$ cat config.mk
export PLATFORM = sky130hd
export DESIGN_NAME = terminal_key_decoder_cursor
export DESIGN_NICKNAME = d
export VERILOG_FILES = /design/src/hdl/tkd_pkg.sv /design/src/hdl/tkd_parser.sv /design/src/hdl/tkd_cursor.sv /design/src/hdl/terminal_key_decoder_cursor.sv
export SDC_FILE = /design/constraint.sdc
export NUM_CORES = 1
export LEC_CHECK = 0
export BUFFER_PORTS_ARGS = -buffer_cell sky130_fd_sc_hd__buf_4
export CAP_MARGIN = 20
export CORE_MARGIN = 2
export CORE_UTILIZATION = 30
export CTS_CLUSTER_DIAMETER = 60
export DETAILED_ROUTE_END_ITERATION = 10
export PLACE_DENSITY_LB_ADDON = 0.05
export SYNTH_ARGS = -nofsm -noshare
export SYNTH_HDL_FRONTEND = slang
export SYNTH_SLANG_ARGS = --single-unit
$ cat constraint.sdc
create_clock -name clk -period 7.97 [get_ports clk]
set_clock_uncertainty 0.1 [all_clocks]
set_input_delay 1.1955 -clock clk [delete_from_list [all_inputs] [get_ports clk]]
set_output_delay 1.1955 -clock clk [all_outputs]
set_load 0.1 [all_outputs]
$ cat src/hdl/tkd_pkg.sv
package tkd_pkg;

	localparam int MAX_DIM   = 1024;
	localparam int DIM_LIMIT = (MAX_DIM < 1024) ? MAX_DIM : 1024;

	localparam logic [7:0] BYTE_ESC     = 8'h1b;
	localparam logic [7:0] BYTE_TILDE   = 8'h7e;
	localparam logic [7:0] BYTE_BRACKET = 8'h5b;
	localparam logic [7:0] BYTE_OH      = 8'h4f;
	localparam logic [7:0] CTRL_MASK    = 8'h1f;

	localparam logic [8:0] KEY_ESC    = 9'd27;
	localparam logic [8:0] KEY_CTRL_Q = {1'b0, 8'h71 & CTRL_MASK};
	localparam logic [8:0] KEY_LEFT   = 9'd256;
	localparam logic [8:0] KEY_RIGHT  = 9'd257;
	localparam logic [8:0] KEY_UP     = 9'd258;
	localparam logic [8:0] KEY_DOWN   = 9'd259;
	localparam logic [8:0] KEY_INSERT = 9'd260;
	localparam logic [8:0] KEY_DELETE = 9'd261;
	localparam logic [8:0] KEY_HOME   = 9'd262;
	localparam logic [8:0] KEY_END    = 9'd263;
	localparam logic [8:0] KEY_PGUP   = 9'd264;
	localparam logic [8:0] KEY_PGDN   = 9'd265;

	localparam logic REG_COLS = 1'b0;
	localparam logic REG_ROWS = 1'b1;

	localparam logic [9:0] LAST_COL_RST = 10'd79;
	localparam logic [9:0] LAST_ROW_RST = 10'd23;
	localparam logic [9:0] POS_RST      = 10'd10;

	typedef struct packed {
		logic       have;
		logic [8:0] code;
	} key_t;

	function automatic logic [9:0] last_of(input logic [10:0] v);
		logic [9:0] r;
		if (v == 11'd0) begin
			r = 10'd0;
		end else if (v > 11'(DIM_LIMIT)) begin
			r = 10'(DIM_LIMIT - 1);
		end else begin
			r = 10'(v - 11'd1);
		end
		return r;
	endfunction

	function automatic logic [8:0] tilde_key(input logic [3:0] d);
		logic [8:0] k;
		case (d)
			4'd1:    k = KEY_HOME;
			4'd2:    k = KEY_INSERT;
			4'd3:    k = KEY_DELETE;
			4'd4:    k = KEY_END;
			4'd5:    k = KEY_PGUP;
			4'd6:    k = KEY_PGDN;
			4'd7:    k = KEY_HOME;
			4'd8:    k = KEY_END;
			default: k = KEY_ESC;
		endcase
		return k;
	endfunction

	function automatic logic [8:0] letter_key(input logic [7:0] b);
		logic [8:0] k;
		case (b)
			8'h41:   k = KEY_UP;
			8'h42:   k = KEY_DOWN;
			8'h43:   k = KEY_RIGHT;
			8'h44:   k = KEY_LEFT;
			8'h48:   k = KEY_HOME;
			8'h46:   k = KEY_END;
			default: k = KEY_ESC;
		endcase
		return k;
	endfunction

endpackage

$ cat src/hdl/tkd_parser.sv
module tkd_parser (
	input  logic          clk,
	input  logic          arst_n,
	input  logic          fire,
	input  logic          op,
	input  logic [7:0]    data_byte,
	output tkd_pkg::key_t key
);
	import tkd_pkg::*;

	typedef enum logic [2:0] {
		PH_IDLE,
		PH_ESC,
		PH_BRACKET,
		PH_OH,
		PH_SKIP,
		PH_DIGIT
	} phase_t;

	phase_t     phase_q, phase_d;
	logic [3:0] digit_q, digit_d;
	logic       is_digit;

	assign is_digit = (data_byte >= 8'h30) && (data_byte <= 8'h39);

	always_comb begin
		phase_d  = phase_q;
		digit_d  = digit_q;
		key.have = 1'b0;
		key.code = KEY_ESC;
		if (op) begin
			if (phase_q != PH_IDLE) begin
				key.have = 1'b1;
				phase_d  = PH_IDLE;
			end
		end else begin
			case (phase_q)
				PH_IDLE: begin
					if (data_byte == BYTE_ESC) begin
						phase_d = PH_ESC;
					end else begin
						key.have = 1'b1;
						key.code = {1'b0, data_byte};
					end
				end
				PH_ESC: begin
					if (data_byte == BYTE_BRACKET) begin
						phase_d = PH_BRACKET;
					end else if (data_byte == BYTE_OH) begin
						phase_d = PH_OH;
					end else begin
						phase_d = PH_SKIP;
					end
				end
				PH_BRACKET: begin
					if (is_digit) begin
						digit_d = data_byte[3:0];
						phase_d = PH_DIGIT;
					end else begin
						key.have = 1'b1;
						key.code = letter_key(data_byte);
						phase_d  = PH_IDLE;
					end
				end
				PH_OH: begin
					key.have = 1'b1;
					if (data_byte == 8'h48) begin
						key.code = KEY_HOME;
					end else if (data_byte == 8'h46) begin
						key.code = KEY_END;
					end
					phase_d = PH_IDLE;
				end
				PH_DIGIT: begin
					key.have = 1'b1;
					if (data_byte == BYTE_TILDE) begin
						key.code = tilde_key(digit_q);
					end
					phase_d = PH_IDLE;
				end
				default: begin
					key.have = 1'b1;
					phase_d  = PH_IDLE;
				end
			endcase
		end
	end

	always_ff @(posedge clk or negedge arst_n) begin
		if (!arst_n) begin
			phase_q <= PH_IDLE;
			digit_q <= 4'd0;
		end else if (fire) begin
			phase_q <= phase_d;
			digit_q <= digit_d;
		end
	end

endmodule

$ cat src/hdl/tkd_cursor.sv
module tkd_cursor (
	input  logic          clk,
	input  logic          arst_n,
	input  logic          cfg_we,
	input  logic          cfg_index,
	input  logic [10:0]   cfg_data,
	input  logic          fire,
	input  tkd_pkg::key_t key,
	output logic [9:0]    col_next,
	output logic [9:0]    row_next
);
	import tkd_pkg::*;

	logic [9:0] last_col_q, last_row_q;
	logic [9:0] col_q, row_q;

	always_comb begin
		col_next = col_q;
		row_next = row_q;
		case (key.code)
			KEY_LEFT: begin
				if (col_q != 10'd0) begin
					col_next = col_q - 10'd1;
				end
			end
			KEY_RIGHT: begin
				col_next = (col_q >= last_col_q) ? last_col_q : col_q + 10'd1;
			end
			KEY_UP: begin
				if (row_q != 10'd0) begin
					row_next = row_q - 10'd1;
				end
			end
			KEY_DOWN: begin
				row_next = (row_q >= last_row_q) ? last_row_q : row_q + 10'd1;
			end
			KEY_HOME: col_next = 10'd0;
			KEY_END:  col_next = last_col_q;
			KEY_PGUP: row_next = 10'd0;
			KEY_PGDN: row_next = last_row_q;
			default:  ;
		endcase
	end

	always_ff @(posedge clk or negedge arst_n) begin
		if (!arst_n) begin
			last_col_q <= LAST_COL_RST;
			last_row_q <= LAST_ROW_RST;
		end else if (cfg_we) begin
			if (cfg_index == REG_COLS) begin
				last_col_q <= last_of(cfg_data);
			end
			if (cfg_index == REG_ROWS) begin
				last_row_q <= last_of(cfg_data);
			end
		end
	end

	always_ff @(posedge clk or negedge arst_n) begin
		if (!arst_n) begin
			col_q <= POS_RST;
			row_q <= POS_RST;
		end else if (fire && key.have) begin
			col_q <= col_next;
			row_q <= row_next;
		end
	end

endmodule

$ cat src/hdl/terminal_key_decoder_cursor.sv
// terminal key decoder with cursor tracking
// input stream: s_tdata carries one terminal byte, s_tuser flags a read
// timeout (byte ignored). output stream: one transfer per completed key,
// with the key code, cursor column and row in m_tdata and the ctrl-q quit
// flag in m_tuser. a timeout while idle and the leading bytes of an escape
// sequence produce no output transfer.
// cfg_we/cfg_index/cfg_data set the screen size (index 0 columns, index 1
// rows); write only while no transfer is in flight.
// a key is held in the input register and then passes through the
// combinational decode and cursor logic into the output register, which
// holds its output transfer.
// throughput: one input transfer per cycle while m_tready is high, set by
// the combinational decode/cursor update between the two registers.
// if the receiver holds m_tready low, the output register keeps its
// transfer, one more input item waits in the input register, and then
// s_tready drops until the output drains.
// reset: parser idle, screen 80x24, cursor at column 10 row 10, both
// streams empty.
module terminal_key_decoder_cursor (
	input  logic        clk,
	input  logic        arst_n,
	input  logic        s_tvalid,
	output logic        s_tready,
	input  logic [7:0]  s_tdata,   // data_byte
	input  logic        s_tuser,   // op
	output logic        m_tvalid,
	input  logic        m_tready,
	output logic [31:0] m_tdata,   // key_code[8:0], cursor_col[18:9], cursor_row[28:19]
	output logic        m_tuser,   // quit
	input  logic        cfg_we,
	input  logic        cfg_index,
	input  logic [10:0] cfg_data
);
	import tkd_pkg::*;

	logic       valid_s1;
	logic       op_s1;
	logic [7:0] byte_s1;
	logic       proc;
	key_t       key;
	logic [9:0] col_next, row_next;

	logic       valid_s2;
	logic [8:0] key_s2;
	logic       quit_s2;
	logic [9:0] col_s2, row_s2;

	assign proc     = valid_s1 && (!valid_s2 || m_tready);
	assign s_tready = !valid_s1 || proc;

	always_ff @(posedge clk or negedge arst_n) begin
		if (!arst_n) begin
			valid_s1 <= 1'b0;
		end else if (s_tvalid && s_tready) begin
			valid_s1 <= 1'b1;
		end else if (proc) begin
			valid_s1 <= 1'b0;
		end
	end

	always_ff @(posedge clk) begin
		if (s_tvalid && s_tready) begin
			op_s1   <= s_tuser;
			byte_s1 <= s_tdata;
		end
	end

	tkd_parser u_parser (
		.clk       (clk),
		.arst_n    (arst_n),
		.fire      (proc),
		.op        (op_s1),
		.data_byte (byte_s1),
		.key       (key)
	);

	tkd_cursor u_cursor (
		.clk       (clk),
		.arst_n    (arst_n),
		.cfg_we    (cfg_we),
		.cfg_index (cfg_index),
		.cfg_data  (cfg_data),
		.fire      (proc),
		.key       (key),
		.col_next  (col_next),
		.row_next  (row_next)
	);

	always_ff @(posedge clk or negedge arst_n) begin
		if (!arst_n) begin
			valid_s2 <= 1'b0;
		end else if (proc && key.have) begin
			valid_s2 <= 1'b1;
		end else if (m_tready) begin
			valid_s2 <= 1'b0;
		end
	end

	always_ff @(posedge clk) begin
		if (proc && key.have) begin
			key_s2  <= key.code;
			quit_s2 <= (key.code == KEY_CTRL_Q);
			col_s2  <= col_next;
			row_s2  <= row_next;
		end
	end

	assign m_tvalid = valid_s2;
	assign m_tdata  = {3'b000, row_s2, col_s2, key_s2};
	assign m_tuser  = quit_s2;

`ifndef SYNTHESIS
	a_ready_low_needs_held_item: assert property (@(posedge clk) disable iff (!arst_n)
		!s_tready |-> valid_s1)
		else $error("input stalled with empty input register");

	a_quit_matches_key: assert property (@(posedge clk) disable iff (!arst_n)
		m_tvalid && m_tuser |-> m_tdata[8:0] == KEY_CTRL_Q)
		else $error("quit flag on a key other than ctrl-q");

	a_key_in_range: assert property (@(posedge clk) disable iff (!arst_n)
		m_tvalid |-> m_tdata[8:0] <= KEY_PGDN)
		else $error("key code out of range");

	a_held_item_kept: assert property (@(posedge clk) disable iff (!arst_n)
		valid_s1 && !proc |=> valid_s1 && $stable(byte_s1) && $stable(op_s1))
		else $error("input register lost an unprocessed item");

	a_stall_blocks_processing: assert property (@(posedge clk) disable iff (!arst_n)
		valid_s2 && !m_tready |-> !proc)
		else $error("processing while output register is stalled");
`endif

endmodule

==> results.json, run 1 <==
{
  "status": "complete, no violations",
  "slew_viol_final": 0,
  "reg2reg_depth": 8,
  "post_route_cells_drive_above_1_share": 0.1555,
  "ir_drop_v": 0.0001106,
  "final_nets": 761,
  "drt-pass1-iter-count": 6,
  "holdPathStages": 2,
  "worstMarginPinSlew_ns": 0.9973,
  "end_kind": "flip-flop",
  "path_clk_slew_ns": 0.07,
  "grt_first_pass_wirelength_um": 29190,
  "maxSlewHeadroom": 0.3331,
  "post_synth_instance_area_sq_um": 6018,
  "grt_pass1_vias": 5026,
  "worstReg2RegStart": "byte_s1[2]",
  "cp-endpoint": "row_s2[3]",
  "drtIter0Drc": 396,
  "setup_viol": 0,
  "cts_max_level": 3,
  "die_h_um": 145.6,
  "grt_max_degree": 50,
  "min-delay-path-class": "flip-flop to flip-flop",
  "ys_types": 81,
  "diodes": 0,
  "core_sq_um": 19590,
  "area_delta_synth_final_pct": 15.45,
  "r2r_slack_ns": 3.52,
  "dp_hpwl_um": 13580,
  "cts_tree": "done",
  "place_area_sq_um": 6638,
  "yosys_most_used_dff": "edfxtp_1",
  "post-cts-setup-buffer-count": 0,
  "fin_crit_ns": 4.453,
  "crit_arrival_ns": 4.55,
  "ys_warn_count": 0,
  "via_per_inst": 5.477,
  "grtUsageTotal": 0.1752,
  "fin_area_sq_um": 6948,
  "root_buffer": "clkbuf_16",
  "fin_setup_tns_ns": 0,
  "fillers": 2050,
  "synth_edf_count": 39,
  "cts_resized": 0,
  "num_vias": 5362,
  "powerDensity_nw_per_um2": 180.2,
  "finalHoldViolations": 0,
  "synth-seq-cells": 88,
  "io_pins": 61,
  "p_leak_nw": 2.810,
  "syn_inst": 673,
  "routabilityCongestion": 0.8364,
  "die-area_sq_um": 21210,
  "initial_utilization": 0.3072,
  "rows": 51,
  "cp.required_ns": 8.07,
  "syn_avg_cell_area_sq_um": 8.942,
  "overflow": 0,
  "rsz0062_at_grt": "no",
  "ant_nets": 0,
  "cts_sinks": 88,
  "drv_cap": 0,
  "drcViolationCount": 0,
  "wl_per_cell_um": 18.60,
  "crit_type": "flip-flop to flip-flop",
  "cts_buffers": 9,
  "cp-start-kind": "flip-flop",
  "wl_um": 18210,
  "reg2reg_to": "row_s2[3]",
  "async_flop_share": 0.5568,
  "antenna_found_initial": 0,
  "max_freq_mhz": 224.6,
  "max-clock-path-buffers": 2,
  "crit_start": "byte_s1[2]",
  "cp_max_fo": 20,
  "clk_latency_ns": 0.36,
  "die_w_um": 145.6,
  "cts_hold_buf": 0,
  "synth-seq-area-share": 0.4010,
  "portBuffers": 57,
  "post-route-period-util": 0.5587
}
## per-layer routing
layer	GRT usage	vias to the layer above	wire length, um
met4	0.06324	0	379
met1	0.2545	2602	9083
met3	0.02539	25	804
li1	-	2579	-
met5	0	-	0
met2	0.2649	156	7945
## state kept, by name, indices dropped and copies added (netlist names)
name                 cells
byte_s1                  8
col_s2                  10
key_s2                   9
m_tuser                  1
m_tvalid                 1
op_s1                    1
row_s2                  10
u_cursor.col_q          10
u_cursor.last_col_q     10
u_cursor.last_row_q     10
u_cursor.row_q          10
u_parser.digit_q         4
u_parser.phase_q         3
valid_s1                 1
## Yosys cell counts (all sizes together) (3+ instances only)
cell type	instances	area, sq um
a211oi	3	22.52
dfstp	13	341.6
a221oi	5	43.79
and3	4	25.02
nand4	6	43.79
nor4	12	75.07
o2111a	3	33.78
o31ai	9	67.56
nor4b	3	26.28
a21o	6	45.04
a22oi	5	37.54
a222oi	7	70.07
or2	3	18.77
nand2	83	311.6
ha	26	325.3
a21oi	20	103.9
edfxtp	39	1171
a32oi	4	35.03
nand3	23	115.1
o21ai	59	295.3
and2	10	62.56
xnor2	11	96.34
a22o	5	43.79
nor3	43	246.5
nand3b	6	45.04
nor3b	5	37.54
mux2i	3	30.03
a221o	5	50.05
nor2b	8	50.05
inv	41	153.9
buf	11	68.82
o211ai	5	42.54
o32ai	4	35.03
dfrtp	36	900.9
or3	12	75.07
mux2	8	90.09
clkbuf	25	93.84
xor2	8	70.07
o41ai	3	26.28
nor2	37	146.4
a31oi	4	25.02
nand2b	12	75.07
a211o	3	26.28
a2111oi	3	26.28
## through the flow
stage,utilization,power [mW],hold WS [ns],std cells,worst slack (ns)
finish,0.3547,1.252,0.4169,979,3.517
CTS,0.3547,1.267,0.4273,979,3.539
global route,0.3547,1.308,0.4485,979,3.010
detailed placement,0.3388,0.8010,0.4177,963,3.578
floorplan,-,0.7213,0.3650,675,4.250
global placement,0.3388,0.7990,0.4104,963,3.620
## worst max-delay path: stages (launching register included)
cell      delay (ns)
edfxtp_1        0.62
or3b_2          0.56
a211oi_1        0.24
a22oi_1         0.13
a21oi_1         0.77
nand4_1         0.95
nor2_1          0.58
a221oi_1        0.16
o21ai_0         0.18
## cells by family (layout without fill, tap and decap cells)
family	after synthesis	after routing	synth area share
other cells	1	3	0.0006231
buf+inv	77	116	0.05260
fa+ha+maj	27	27	0.05572
simple gates	277	277	0.2410
compound gates	173	173	0.2015
flops	88	88	0.4010
xor+xnor	19	19	0.02765
mux	11	11	0.01996
## report_power, final
part / switching, mW / internal [mW]
clock: 0.188 / 0.272
combinational: 0.162 / 0.0696
sequential: 0.0469 / 0.513
total: 0.396 / 0.855
## cells in the final DEF (no fill, tap or decap), types with 9 or more instances in the layout
| cell type | instances |
|---|---|
| nand3_1 | 23 |
| dfrtp_1 | 36 |
| a21oi_1 | 19 |
| o21ai_0 | 54 |
| o31ai_1 | 9 |
| edfxtp_1 | 39 |
| xnor2_1 | 11 |
| ha_1 | 26 |
| nand2b_1 | 12 |
| nand2_1 | 83 |
| or3_1 | 12 |
| nor3_1 | 38 |
| clkbuf_16 | 9 |
| buf_4 | 59 |
| dfstp_2 | 13 |
| nor2_1 | 36 |
| nor4_1 | 12 |
| inv_1 | 40 |
## how the worst min path moves through the flow
| stage | start | end | slack (ns) |
|---|---|---|---|
| 6_report | u_cursor.last_row_q[0] | u_cursor.last_row_q[0] | 0.42 |
| 5_1_grt | u_cursor.last_col_q[1] | u_cursor.last_col_q[1] | 0.45 |
| 4_1_cts | u_cursor.last_col_q[3] | u_cursor.last_col_q[3] | 0.43 |
| 3_5_place_dp | u_cursor.last_col_q[3] | u_cursor.last_col_q[3] | 0.42 |
| 3_3_place_gp | u_cursor.last_col_q[1] | u_cursor.last_col_q[1] | 0.41 |
| 2_1_floorplan | u_cursor.last_col_q[1] | u_cursor.last_col_q[1] | 0.36 |
## cell type report
class | instances | area (sq um) | share of cell area
inverter | 41 | 153.9 | 0.02215
sequential | 88 | 2414 | 0.3474
clock buffer | 9 | 225.2 | 0.03241
timing repair buffer | 59 | 442.9 | 0.06375
multi-input combinational | 510 | 3296 | 0.4743
clock inverter | 7 | 85.08 | 0.01225
tap | 265 | 331.6 | 0.04772
(Power assumes the default switching activity.)
==> inputs of run 2 (changes only) <==
- clock period: 7.97 -> 4.45 ns (I/O delays scaled with it)
==> run 2 against run 1 <==
Compared with the run above:
- hold slack worse by 0.17 ns
- total power grew 76%
- cell count rose by 0.82%
- register-to-register slack got worse by 2.8 ns
- sequential cell count did not move
- combinational power grew 81%
- setup slack worse by 2.8 ns
- via count fell by 0.62%
- sequential share of layout area fell by 0.21 points
- routed wire length increased by 0.60%
- critical endpoint is now col_s2[1]
- largest cell class unchanged
- largest power group unchanged
==> results.json, run 2 (synthesis gave the netlist of run 1 again) <==
{
  "ant_nets": 0,
  "p_total_mw": 2.199,
  "final_util": 0.3568,
  "maxSlewHeadroom": 0.4812,
  "cp.required_ns": 4.44,
  "p_leak_nw": 2.836,
  "die-area_sq_um": 21210,
  "worstReg2RegStart": "byte_s1[3]",
  "wl_um": 18320,
  "critPathMaxStageDelay_ns": 0.60,
  "grtUsageTotal": 0.1743,
  "status": "complete, no violations",
  "drv_cap": 0,
  "cts_tree": "done",
  "area_delta_synth_final_pct": 16.13,
  "cp.buffers_inverters": 1,
  "fin_setup_tns_ns": 0,
  "root_buffer": "clkbuf_16",
  "initial_utilization": 0.3072,
  "core_sq_um": 19590,
  "path_clk_slew_ns": 0.07,
  "die_h_um": 145.6,
  "wl_per_cell_um": 18.56,
  "drt-pass1-iter-count": 5,
  "worstMarginPinSlew_ns": 0.7586,
  "fin_ws_ns": 0.6983,
  "diodes": 0,
  "cp-start-kind": "flip-flop",
  "max_freq_mhz": 266.5,
  "drcViolationCount": 0,
  "crit_arrival_ns": 3.74,
  "hold_ws_ns": 0.2510,
  "post-cts-setup-buffer-count": 0,
  "rows": 51,
  "portBuffers": 57,
  "cts_buffers": 9,
  "critPathTopFamily": "compound AO/OA/AOI/OAI gates",
  "crit_start": "byte_s1[3]",
  "swShare": 0.3203,
  "clockPowerShare": 0.355,
  "switching_power_mw": 0.7044,
  "post_route_cells_drive_above_1_share": 0.1634,
  "finalHoldViolations": 0,
  "comb_power_share": 0.190,
  "routabilityCongestion": 0.8423,
  "overflow": 0,
  "ir_drop_v": 0.0001688,
  "crit_type": "flip-flop to flip-flop",
  "fin_area_sq_um": 6989,
  "grt_max_degree": 50,
  "min-delay-path-class": "input port to async pin",
  "slew_viol_final": 0,
  "timing.critical_path.mode_cell": "nor2_1",
  "fin_crit_ns": 3.752,
  "grt_pass1_vias": 5145,
  "antenna_found_initial": 0,
  "max-clock-path-buffers": 2,
  "final_cell_mix": "83 x nand2_1, 67 x buf_4, 54 x o21ai_0",
  "clk_latency_ns": 0.35,
  "end_kind": "flip-flop",
  "num_vias": 5329,
  "via_per_inst": 5.399,
  "rsz0062_at_grt": "no",
  "drtIter0Drc": 433,
  "io_pins": 61,
  "place_area_sq_um": 6698,
  "cts_max_level": 3,
  "grt_first_pass_wirelength_um": 29160,
  "p_int_mw": 1.495,
  "cp_cell_sequence": "or3b_2 -> a211o_1 -> a22oi_1 -> nor2_1 -> nand4_1 -> buf_4 -> nor2_1 -> a222oi_1 -> nand2_1",
  "cp_max_fo": 20,
  "preCtsSetupSlack_ns": 0.7991,
  "die_w_um": 145.6,
  "final_common_cell": "nand2_1",
  "slowest_stage": "edfxtp_1",
  "dp.cells": 971,
  "cts_resized": 0,
  "cts_sinks": 88,
  "cts_hold_buf": 0,
  "power_frac_seq": 0.455,
  "dp_hpwl_um": 13430,
  "post-route-period-util": 0.8431,
  "setup_viol": 0,
  "powerDensity_nw_per_um2": 314.7,
  "finalNonFillerCells": 987,
  "final_nets": 769
}
run 2: area by class of cell:
type | count | area, sq um
clock inverter | 4 | 45.04
sequential | 88 | 2414
fill | 2035 | 12600
inverter | 41 | 153.9
tap | 265 | 331.6
multi-input combinational | 510 | 3296
timing repair buffer | 67 | 503.0
clock buffer | 12 | 246.5
run 2: layer usage:
metal | routed length [um] | track usage
met1 | 9110 | 0.2579
met2 | 8022 | 0.2564
met3 | 885 | 0.02915
met4 | 304 | 0.05980
met5 | 0 | 0
run 2: final timing paths:
kind	slack, ns	cells past startpoint	end
worst min-delay path	0.25	1	u_cursor.row_q[0]
min in group clk	0.39	1	byte_s1[2]
worst max register to register	0.70	9	col_s2[1]
worst min register to register	0.42	2	u_cursor.last_col_q[1]
max in group asynchronous	3.51	1	u_cursor.last_row_q[9]
worst max-delay path	0.70	9	col_s2[1]
run 2: power by group through the flow:
stage                     logic [mW]  registers, mW  clock network [mW]
after detailed placement       0.421           1.02                   0
final                          0.418           1.00               0.781
after global routing           0.461           1.01               0.831
after global placement         0.418           1.02                   0
after CTS                      0.422           1.00               0.807
after floorplan                0.211           1.08                   0
